<file path="config.mk">
export PLATFORM = sky130hd
export DESIGN_NAME = bbfc_ram
export DESIGN_NICKNAME = d
export VERILOG_FILES = /design/src/design/byte_budget_frame_cache_unit_macros.svh /design/src/design/bbfc_ram.sv
export SDC_FILE = /design/constraint.sdc
export NUM_CORES = 1
export LEC_CHECK = 0
export ABC_CLOCK_PERIOD_IN_PS = 2000
export BUFFER_PORTS_ARGS = -buffer_cell sky130_fd_sc_hd__buf_2
export CORE_MARGIN = 1
export CORE_UTILIZATION = 52
export CTS_BUF_LIST = sky130_fd_sc_hd__clkbuf_8
export DETAILED_ROUTE_END_ITERATION = 8
export PLACE_DENSITY = 0.72
export SKIP_LAST_GASP = 1
export SYNTH_ARGS = -nofsm -noshare
export SYNTH_HDL_FRONTEND = slang
export SYNTH_SLANG_ARGS = --single-unit
</file>
<file path="constraint.sdc">
create_clock -name clk -period 2 [get_ports clk]
set_input_delay 0.3 -clock clk [delete_from_list [all_inputs] [get_ports clk]]
set_output_delay 0.3 -clock clk [all_outputs]
set_load 0.005 [all_outputs]
</file>
<file path="src/design/byte_budget_frame_cache_unit_macros.svh">
// Assertion macros shared by the frame cache RTL.
// They expect the signals clk and arst_n in the scope of the module that uses them.
`ifndef BYTE_BUDGET_FRAME_CACHE_UNIT_MACROS_SVH
`define BYTE_BUDGET_FRAME_CACHE_UNIT_MACROS_SVH

// Checks that the consequence holds in the same cycle as the antecedent.
`define BBFC_ASSERT_SAME(label, ante, cons, msg) \
	label: assert property (@(posedge clk) disable iff (!arst_n) (ante) |-> (cons)) \
		else $error(msg);

// Checks that the consequence holds in the cycle after the antecedent.
`define BBFC_ASSERT_NEXT(label, ante, cons, msg) \
	label: assert property (@(posedge clk) disable iff (!arst_n) (ante) |=> (cons)) \
		else $error(msg);

`endif

</file>
<file path="src/design/bbfc_ram.sv">
// Generic single-write, single-read synchronous RAM with registered read data.
// Stands alone; used for the entry table of the frame cache.
module bbfc_ram #(
	parameter int WIDTH = 8,
	parameter int DEPTH = 16
) (
	input  logic                     clk,
	input  logic                     we,
	input  logic [$clog2(DEPTH)-1:0] waddr,
	input  logic [WIDTH-1:0]         wdata,
	input  logic [$clog2(DEPTH)-1:0] raddr,
	output logic [WIDTH-1:0]         rdata
);

	logic [WIDTH-1:0] mem [DEPTH];

	always_ff @(posedge clk) begin
		if (we) begin
			mem[waddr] <= wdata;
		end
		rdata <= mem[raddr];
	end

endmodule

</file>
==> results.md, run 1 <==
Layout:
- The post-route core utilization is 63.5%.
- The number of nets in the layout is 303.
- In the layout the commonest cells are 128 x edfxtp_1, 25 x buf_2, 18 x mux4_2, 18 x buf_4, 17 x clkbuf_8.
- The diode insertion count for antenna repair is 0.
- The commonest non-fill, non-tap cell in the layout is edfxtp_1.
- The final-layout fill cell count is 606.
- The layout cell share with drive strength beyond 1 is 31.5%.
- The area added between synthesis and finish is 16.2%.

Power:
- The areal power density over the cells is 972 mW/mm².
- The analysis attributes to cell leakage a power of 2.05 nW.
- Summing internal, switching and leakage power gives 5.82 mW.
- VDD sags by at most 0.000468 V.

Setup path:
- The type of element launching the critical path is a flip-flop.
- For this run, the slowest stage of the critical path takes 0.53 ns.
- The maximum net fanout on the critical path is 1.
- The buffers plus inverters on the worst setup path is 0.
- STA puts the critical path data required time at 2.30 ns.
- The launching point of the worst reg2reg path is mem[1][5].
- The origin of the worst setup path is mem[1][5].
- The capturing element type of the critical path is a flip-flop.
- The signal arrival time at the worst endpoint is 1.67 ns.
- The number of cells on the worst reg-to-reg path is 3.
- The slack of the worst reg-to-reg path is 0.63 ns.
- The depth of the critical timing path with buffers and inverters included is 3.
- Walking the worst path, the cells encountered are mux4_1 > a22oi_1 > nand2_1.
- By startpoint and endpoint, the worst setup path is classified as reg2reg.
- The critical path's top delay family is multiplexers.
- The highest-delay cell along the critical path is mux4_1.

Clock network:
- The root buffer selected by CTS is clkbuf_8.
- The clock latency reported for the late side of the worst-skew pair is 0.42 ns.
- The clock slew seen by the registers of the worst setup and hold paths is 0.08 ns.
- The clock tree from TritonCTS is built.
- Buffers inserted to repair hold after CTS numbered 0.
- Clock tree synthesis inserted a total of 17 buffers.
- CTS saw 136 sinks.
- The number of gates resized after cts is 0.
- The maximum clock insertion buffer count is 2.
- The number of buffers added for setup after CTS is 0.
- The total number of H-tree levels is 4.

STA:
- The final critical path takes up 68.5% of the cycle.
- The final setup TNS is 0 ns.
- The clock skew after layout is 0.0130 ns.
- Final hold analysis gives a worst-case slack of 0.252 ns.
- In this run the tightest slew margin relative to its limit is 73.5%.
- The final worst slack is 0.631 ns.
- For the finished layout, the period the worst path requires is 1.37 ns.
- Setup repair after global routing left no endpoint under its margin.
- The count of pins over their slew limit came to 0.
- Setup violations remaining at the end of the flow were counted as 0.
- The top achievable clock speed is 730 MHz.
- The number of failing hold endpoints at the final stage was 0.
- At the pin with the least slew margin, the transition time is 0.397 ns.

Floorplanning:
- The die width is 101 µm.
- 26 I/O pins were placed.
- The initial utilization of the core area, before any placement, comes to 54.7%.
- The total area inside the core boundary comes to 0.00942 mm².
- Row generation in the floorplan step produced 35 rows.
- The die height is 101 µm.
- The floorplan step defined a die boundary enclosing 0.0103 mm².

Synthesis:
- The register area share after synthesis is 77.8%.
- In this run, synthesis produced a sequential element count of 136.
- The mapped netlist covers 0.00515 mm².
- For this run, the number of Yosys warnings is 0.
- In the post-synthesis netlist, the biggest area contributors are edfxtp_1 75%, mux4_2 7.9%, mux4_1 7.1%.
- The number of standard cells after synthesis is 229.
- The count of unique library cells instantiated by Yosys is 19.
- The top cell type by total area after synthesis is edfxtp_1.
- The share of synthesized area in the top cell type comes to 74.7%.
- The per-instance average area after synthesis is 22.5 µm².
- The synthesized net count is 247.

Routing:
- The number of optimization iterations in the first detailed-route pass is 4.
- The count of vias placed by the detailed router is 2373.
- The post-detailed-route wirelength per cell is 20.9 µm.
- The final routed wirelength across all metal layers is 8.90 mm.
- The starting DRC count in detailed routing is 151.
- The post-detailed-route via-to-cell ratio is 5.56.
- The count of antenna-violating nets left after detailed routing is 0.
- After detailed routing, the number of remaining DRC violations is 0.

Placement:
- The post-placement setup slack is 0.278 ns.
- The half-perimeter wire length of the detailed placement result is 5.88 mm.
- The number of buffers added on ports is 25.
- The placer congestion estimate is 0.763.

GRT:
- After global routing the overflow that remains totals 0.
- The first global-routing pass estimated 13.6 mm of wire.
- The initial antenna violation count came to 0.
- In the global route stage, overall resource usage came out at 19.6%.
- The maximum number of pins on one net before global-route repair is 19.
- The via count of the first global-routing pass came to 2421.

Hold path:
- The worst min-delay path startpoint is wdata[2].
- The class of the worst hold path is in2reg.
- Counting instances, the worst hold path has a depth of 1.

Flow run:
- The max-capacitance violation count is 0.

Run status:
- The flow ran to the end, and the final reports show no timing, DRC or antenna violations.
[cell type report]
cell class | instances | area [µm²] | area share (%)
flip-flops and latches | 136 | 4000 | 66.9
multi-input cells | 83 | 1060 | 17.7
repair buffers | 47 | 340 | 5.69
clock buffers | 17 | 234 | 3.91
clock inverters | 15 | 186 | 3.12
well taps | 129 | 161 | 2.70
[sequential cells by signal, summed over array words and instances (netlist names)]
name,count
mem,128
rdata,8
[where the power goes]
part	internal, mW	switching (mW)
logic	0.137	0.157
registers	3.18	0.0206
clock network	1.34	0.976
[logic make-up (layout without fill, tap and decap cells)]
group	after synthesis	count (layout)	synth area share [%]
simple gates	35	35	3.18
mux	32	32	15.0
flops	136	136	77.8
compound gates	16	16	2.33
buf+inv	10	79	1.68
[Yosys cell counts]
cell	number
or3b_2	1
a22oi_1	16
mux4_1	14
nor2b_1	1
dfxtp_1	8
nand3_1	1
nor2_1	13
clkdlybuf4s25_2	3
buf_4	1
buf_6	3
nor3_1	4
edfxtp_1	128
buf_2	3
and2_1	1
nand2b_1	2
mux4_2	18
and2b_1	1
nand2_1	9
nand3b_1	2
[path summary, 6_finish.rpt]
| path | end |
|---|---|
| setup / recovery | rdata[5] |
| hold / removal | mem[15][2] |
| setup reg to reg | rdata[5] |
| hold reg to reg | rdata[2] |
[per-stage QoR]
step                      cell area (µm²)  std cells
after floorplan                      5150        229
after global placement               5560        395
after detailed placement             5560        395
after CTS                            5980        427
after global routing                 5980        427
final                                5980        427
[layer usage]
| metal | GRT usage, % | vias to the layer above | share of wire, % | routed length (µm) |
|---|---|---|---|---|
| met1 | 27.2 | 1202 | 43 | 3860 |
| met3 | 3.93 | 17 | 5.3 | 473 |
| met2 | 30.4 | 70 | 49 | 4390 |
| met5 | 0 | - | 0 | 0 |
| li1 | - | 1084 | - | - |
| met4 | 9.70 | 0 | 2.0 | 181 |
Note: power is estimated with default switching activity, not from simulation.
==> run 2: changes to the inputs <==
--- a/config.mk
+++ b/config.mk
@@ -5,7 +5,7 @@
 export SDC_FILE = /design/constraint.sdc
 export NUM_CORES = 1
 export LEC_CHECK = 0
-export ABC_CLOCK_PERIOD_IN_PS = 2000
+export ABC_CLOCK_PERIOD_IN_PS = 1300
 export BUFFER_PORTS_ARGS = -buffer_cell sky130_fd_sc_hd__buf_2
 export CORE_MARGIN = 1
 export CORE_UTILIZATION = 52
==> constraint.sdc (replaced) <==
create_clock -name clk -period 1.3 [get_ports clk]
set_input_delay 0.195 -clock clk [delete_from_list [all_inputs] [get_ports clk]]
set_output_delay 0.195 -clock clk [all_outputs]
set_load 0.005 [all_outputs]
==> run 2 against run 1 <==
  * Clock power grew 43%
  * Total power grew 51%
  * Sequential power grew 54%
  * Worst hold slack lost 0.11 ns
  * Global-route usage grew 0.64 points
  * Sequential share of layout area shrank 1.9 points
  * Routed wire length grew 6.1%
  * Critical path type unchanged
  * Largest power group unchanged
==> results.md, run 2 (same netlist as run 1, synthesis figures left out) <==
STA:
- The number of failing hold endpoints at the final stage was 0.
- Setup repair after global routing could not meet its margin everywhere.
- Between clock sinks in the finished design, the worst skew comes to 0.00827 ns.
- The count of pins over their slew limit was 0.
- For the pin with the worst max-slew slack, the measured transition is 0.924 ns.
- The final setup TNS is 0 ns.
- Setup violations remaining at the end of the flow were counted as 0.
- Subtracting the final worst setup slack from the clock period gives 1.28 ns.
- The top achievable clock speed is 782 MHz.
- Headroom to the max-slew limit came out at 38.2%.
- Hold is met by 0.143 ns.
- After layout, the worst path uses 98.4% of the clock period.

GRT:
- The initial antenna violation count is 0.
- The met1 track demand over resource in global routing is 26.3%.
- The global-route layer with the greatest usage is met2.
- Entering global routing, the biggest net connects 21 pins.
- Global routing consumed, over all layers together, 20.3% of the routing resources.
- The met2 usage in global routing is 32.8%.
- The global-route wire length before repair is 14.1 mm.
- For met3 alone, demand over resource in global routing was 5.18%.
- The total overflow left after global routing is 0.
- The via count of the first global-routing pass is 2504.

Layout:
- The area of the multi-input gates is 0.00113 mm².
- The post-route core utilization is 65.4%.
- In the final layout, the share of cells above drive strength 1 is 40.1%.
- The filler cells instantiated in the layout total 616.
- Registers take 0.00400 mm².
- The area added between synthesis and finish is 19.5%.
- The register with the most flip-flops in the layout has 128 of them.
- In the layout the commonest cells are 128 x edfxtp_1, 25 x buf_2, 22 x buf_4.
- The net count of the finished layout is 312.
- In the final layout, the registers with the most flip-flops are mem x128, rdata x8.
- The repair_antennas step left the layout with diodes totalling 0.
- The register with the highest flop count is mem.
- The count of cells in the finished layout, fillers not included, comes to 436.
- The commonest non-fill, non-tap cell in the layout is edfxtp_1.

Clock network:
- Counting along the longest clock path gives a buffer depth of 2.
- TritonCTS created 17 clock buffers.
- Once the clock tree was built, the setup fixing pass inserted 0 buffers.
- The number of clock sinks is 136.
- TritonCTS built the clock tree.
- The H-tree generated during clock tree synthesis spans 4 levels.
- The root buffer selected by CTS is clkbuf_8.
- The clock latency reported for the late side of the worst-skew pair is 0.43 ns.
- The clock slew seen by the registers of the worst setup and hold paths is 0.08 ns.

Routing:
- In the routed layout, each cell is associated on average with a via count of 5.70.
- The number of optimization iterations in the first detailed-route pass is 4.
- The final routed wirelength across all metal layers is 9.44 mm.
- The count of vias placed by the detailed router is 2484.
- For this run, design rule violations remaining after detail routing come to 0.
- In the final routed layout, each cell accounts on average for 21.7 µm.
- In this run, the number of DRC markers left after iteration 0 of detailed routing was 143.
- The count of antenna-violating nets left after detailed routing is 0.

Run status:
- The run finished with clean final reports.

Placement:
- The number of buffers added on ports is 25.
- The congestion estimate from routability-driven global placement came to 0.689.
- The half-perimeter wire length of the detailed placement result is 6.32 mm.
- The number of placed instances, taps included, is 404.

Hold path:
- Along the worst hold path, the cell count comes to 1.
- For hold timing, the worst endpoint is mem[6][2].
- In this run the most critical hold path is launched from wdata[2].
- The class of the worst hold path is in2reg.

Setup path:
- Measured in cells, the most critical reg-to-reg path has a length of 3.
- The signal arrival time at the worst endpoint is 1.60 ns.
- Of all nets on the critical path, the largest fanout is 1.
- In this run the register-to-register setup slack is 0.02 ns.
- STA classifies the critical path startpoint as a flip-flop.
- The worst register-to-register path ends at rdata[1].
- The critical path class is reg2reg.
- The launching point of the worst reg2reg path is mem[4][1].
- At the worst endpoint, the required time is 1.62 ns.
- STA classifies the critical path endpoint as a flip-flop.

Floorplanning:
- Once the floorplan was initialized, standard cells occupied 54.7% of the core.
- The total number of placement rows is 35.
- The core region is 0.00942 mm².
- The die height is 101 µm.
- The die covers 0.0103 mm².
- The die width is 101 µm.
- For this design the top-level I/O count stands at 26.

Flow run:
- Across the run, the number of max-cap violations was 0.

Power:
- The total design power is 8.76 mW.
- The maximum VDD drop is 0.000715 V.
- The leakage power figure is 2.07 nW.
- Dividing total power by cell area gives a power density of 1420 mW/mm².
run 2: final cells by class:
type / instances / area share [%]
flip-flops and latches: 136 / 65.1
multi-input cells: 83 / 18.4
repair buffers: 56 / 7.65
clock buffers: 17 / 3.80
well taps: 129 / 2.62
clock inverters: 15 / 2.48
run 2: how the worst max path moves through the flow:
stage / end / start / slack [ns] / cells after the start
6_report: rdata[1] / mem[4][1] / 0.02 / 3
5_1_grt: rdata[3] / mem[3][3] / -0.03 / 3
4_1_cts: rdata[7] / mem[3][7] / -0.01 / 3
3_5_place_dp: rdata[7] / raddr[0] / -0.29 / 5
3_3_place_gp: rdata[7] / raddr[0] / -0.29 / 5
2_1_floorplan: rdata[1] / raddr[0] / -0.03 / 5
run 2: metal layers:
layer	vias up	wire length, µm	part of all wire (%)
met5	-	0	0
met4	0	171	1.8
met3	13	352	3.7
met2	68	4820	51
met1	1302	4100	43
li1	1101	-	-
run 2: power by group:
| group | switching (mW) | internal [mW] | total, mW |
|---|---|---|---|
| Combinational | 0.269 | 0.248 | 0.517 |
| Clock | 1.61 | 1.70 | 3.31 |
| Sequential | 0.0347 | 4.90 | 4.93 |
run 2: timing repair:
item                                    CTS  global route
gates resized for setup                   5             6
gates cloned                              0             0
endpoints found under the setup margin    5             6
pin swaps                                 3             5
hold buffers                              0             0
run 2: per-stage QoR:
| stage | instance area [µm²] | setup slack [ns] |
|---|---|---|
| 5_1_grt | 6150 | -0.0317 |
| 2_1_floorplan | 5190 | -0.0315 |
| 6_report | 6150 | 0.0208 |
| 4_1_cts | 6130 | -0.0102 |
| 3_3_place_gp | 5730 | -0.295 |
| 3_5_place_dp | 5730 | -0.289 |
run 2: critical path, cell delays in order, from the launching register on:
cell and delay, ns:
edfxtp_1 0.37, mux4_1 0.54, a22oi_2 0.19, nand2_1 0.07
==> run 3: changes to the inputs <==
--- a/config.mk
+++ b/config.mk
@@ -7,6 +7,7 @@
 export LEC_CHECK = 0
 export ABC_CLOCK_PERIOD_IN_PS = 1300
 export BUFFER_PORTS_ARGS = -buffer_cell sky130_fd_sc_hd__buf_2
+export CORE_ASPECT_RATIO = 0.6
 export CORE_MARGIN = 1
 export CORE_UTILIZATION = 52
 export CTS_BUF_LIST = sky130_fd_sc_hd__clkbuf_8
==> run 3 against run 2 <==
  * Worst setup slack better by 0.017 ns
  * Sequential power about the same
  * Sequential cell count unchanged
  * Total power up 0.66%
  * Sequential share of layout area up 0.39 points
  * Die area up 0.12%
  * Critical endpoint is now rdata[0]
  * Global-route usage up 0.080 points
  * Maximum frequency up 1.3%
  * Utilization down 0.22 points
  * Non-clock buffer count down 1
  * Routed wire length down 1.2%
  * Clock power up 2%
==> results.md, run 3 (same netlist as run 1, synthesis figures left out) <==
Run status:
- The run finished with clean final reports.

Routing:
- The final route contains 2450 vias.
- Dividing the detail-routed via count by the number of cells gives 5.65.
- In the final routing, the length of wire on met1 measures 4.21 mm.
- The final routed wirelength across all metal layers is 9.33 mm.
- The highest signal layer in the routed design is met4.
- For this block, the initial DRC count from the detailed router was 121.
- The first detailed-routing pass ran for 4 iterations.
- The routed design uses 4.35 mm of met2 wire.
- In the routed design, unresolved DRC markers number 0.
- The detail route stage leaves a number of antenna-violating nets equal to 0.
- The met3 routed wirelength is 688 µm.
- The post-detailed-route wirelength per cell is 21.5 µm.

Setup path:
- The worst reg-to-reg path cell count is 3.
- The critical path class is reg2reg.
- At the worst endpoint, the arrival time is 1.58 ns.
- In this run the critical register-to-register path is launched from mem[0][0].
- On the worst path, the slowest cell contributes a delay of 0.49 ns.
- Across all register-to-register paths, the minimum setup slack is 0.04 ns.
- The highest-delay cell along the critical path is mux4_1.
- The worst setup path is captured at a flip-flop.
- The maximum net fanout on the critical path is 1.
- The type of element launching the critical path is a flip-flop.
- Walking the worst path, the cells encountered are mux4_1 > a22oi_1 > nand2_1.
- STA puts the critical path data required time at 1.62 ns.
- The destination of the worst register-to-register timing path is rdata[0].

STA:
- At the pin with the least slew margin, the transition time is 0.920 ns.
- Of the available clock period, the critical path in the final layout requires 97.1%.
- The count of pins over their slew limit was 0.
- Setup repair after global routing could not meet its margin everywhere.
- Measured against its own limit, the worst slew margin works out to 38.5%.
- The final setup TNS is 0 ns.
- Derived from the worst setup path, the maximum achievable clock frequency is 792 MHz.
- Across all hold checks on the routed design, the worst slack comes to 0.136 ns.
- After layout, the worst setup slack is 0.0375 ns.
- After layout, the minimum clock period comes to 1.26 ns.
- The number of failing hold endpoints at the final stage is 0.
- Setup violations remaining at the end of the flow were counted as 0.
- Between clock sinks in the finished design, the worst skew comes to 0.00895 ns.

Placement:
- The placer congestion estimate is 0.729.
- The instance area at placement is 0.00571 mm².
- Before CTS, the worst setup slack after placement is -0.283 ns.
- Input and output buffers added on the ports amount to 25.
- The half-perimeter wire length of the detailed placement result is 6.34 mm.

Layout:
- In the final layout, the registers with the most flip-flops are mem x128, rdata x8.
- At the end of the flow the core is filled with cells to 65.1%.
- After routing the design area is 0.00612 mm².
- Counting flops per register, the top entry is mem.
- In the final layout, the share of cells above drive strength 1 is 39.5%.
- The number of antenna diodes in the final layout is 0.
- The commonest non-fill, non-tap cell in the layout is edfxtp_1.
- The flip-flop count of the largest register after layout is 128.
- Relative to the synthesized area, the layout overhead comes to 18.8%.
- The number of nets in the layout is 311.
- Leaving out fill and tap cells, the most frequent cells in the layout are 128 x edfxtp_1, 25 x buf_2, 22 x mux4_2, 22 x buf_4, 17 x clkbuf_8.

Clock network:
- The clock latency reported for the late side of the worst-skew pair is 0.43 ns.
- The cell sitting at the root of the clock tree is a clkbuf_8.
- Clock-pin slew was measured on the worst setup and hold paths at 0.08 ns.
- The tree built by TritonCTS fans out to 136 sinks.
- For this design, the CTS-stage hold fixing added 0 buffers.
- The maximum clock insertion buffer count is 2.
- The clock tree from TritonCTS is built.
- The number of buffers added for setup after CTS is 0.
- The total number of H-tree levels is 4.
- In this run, CTS created clock tree buffers numbering 17.

GRT:
- The first global-routing pass estimated 13.8 mm of wire.
- Summed over all layers, the global routing overflow is 0.
- The via count of the first global-routing pass was 2504.
- The initial antenna violation count is 0.
- The all-layer global routing usage is 20.4%.
- The maximum number of pins on one net before global-route repair is 17.

Floorplanning:
- The floorplan step set the die height to 79.1 µm.
- The I/O pin count is 26.
- The die footprint is 0.0103 mm².
- The core outline area is 0.00939 mm².
- The starting density of the core is 54.8%.
- The total number of placement rows is 27.
- The die width is 130 µm.

Flow run:
- Across the run, the number of max-cap violations was 0.

Hold path:
- The worst-case hold path end point is mem[15][6].
- Counting instances, the worst hold path has a depth of 1.
- The worst hold path begins at wdata[6].
- The tightest min-delay check is of the in2reg type.

Power:
- The maximum VDD drop is 0.000775 V.
- The leakage power figure is 2.05 nW.
- The areal power density over the cells is 1440 mW/mm².
==> run 3: layout make-up <==
| type | count | area [µm²] |
|---|---|---|
| Multi-Input combinational cell | 83 | 1110 |
| Clock buffer | 17 | 234 |
| Clock inverter | 13 | 158 |
| Timing Repair Buffer | 55 | 450 |
| Sequential cell | 136 | 4000 |
| Fill cell | 672 | 3270 |
| Tap cell | 130 | 163 |
==> run 3: critical path, delay by kind of cell, from the launching register on <==
family | cells | cell delay (ns)
AOI/OAI and AO/OA | 1 | 0.21
DFF | 1 | 0.38
muxes | 1 | 0.49
and+or+nand+nor | 1 | 0.07
==> run 3: report_power, final <==
group          internal [mW]  leakage, nW  total (mW)  switching [mW]
clock                   1.86        0.179        3.39            1.54
combinational          0.237        0.649       0.495           0.258
sequential              4.90         1.22        4.93          0.0326
total                   6.99         2.05        8.82            1.83
==> run 3: layer usage <==
metal / track usage, % / vias up
met5: 0 / -
met4: 10.3 / 0
met3: 5.26 / 7
met2: 29.6 / 82
met1: 28.8 / 1264
li1: - / 1097
==> run 3: metrics by stage <==
step,power [mW],cells
6_report,8.82,434
5_1_grt,9.13,434
4_1_cts,8.90,434
3_5_place_dp,5.51,404
3_3_place_gp,5.49,404
2_1_floorplan,5.27,229
==> run 3: how the worst max path moves through the flow <==
| stage | from | end | slack [ns] | cells past startpoint |
|---|---|---|---|---|
| 2_1_floorplan | raddr[0] | rdata[1] | -0.03 | 5 |
| 3_3_place_gp | raddr[0] | rdata[5] | -0.24 | 5 |
| 3_5_place_dp | raddr[0] | rdata[2] | -0.28 | 5 |
| 4_1_cts | mem[11][0] | rdata[0] | 0.01 | 3 |
| 5_1_grt | mem[0][0] | rdata[0] | -0.01 | 3 |
| 6_report | mem[0][0] | rdata[0] | 0.04 | 3 |
==> run 3: timing repair <==
| item | 4_1_cts | 5_1_grt |
|---|---|---|
| gates resized for setup | 2 | 8 |
| setup endpoints to repair | 1 | 5 |
| pin swaps | 0 | 2 |
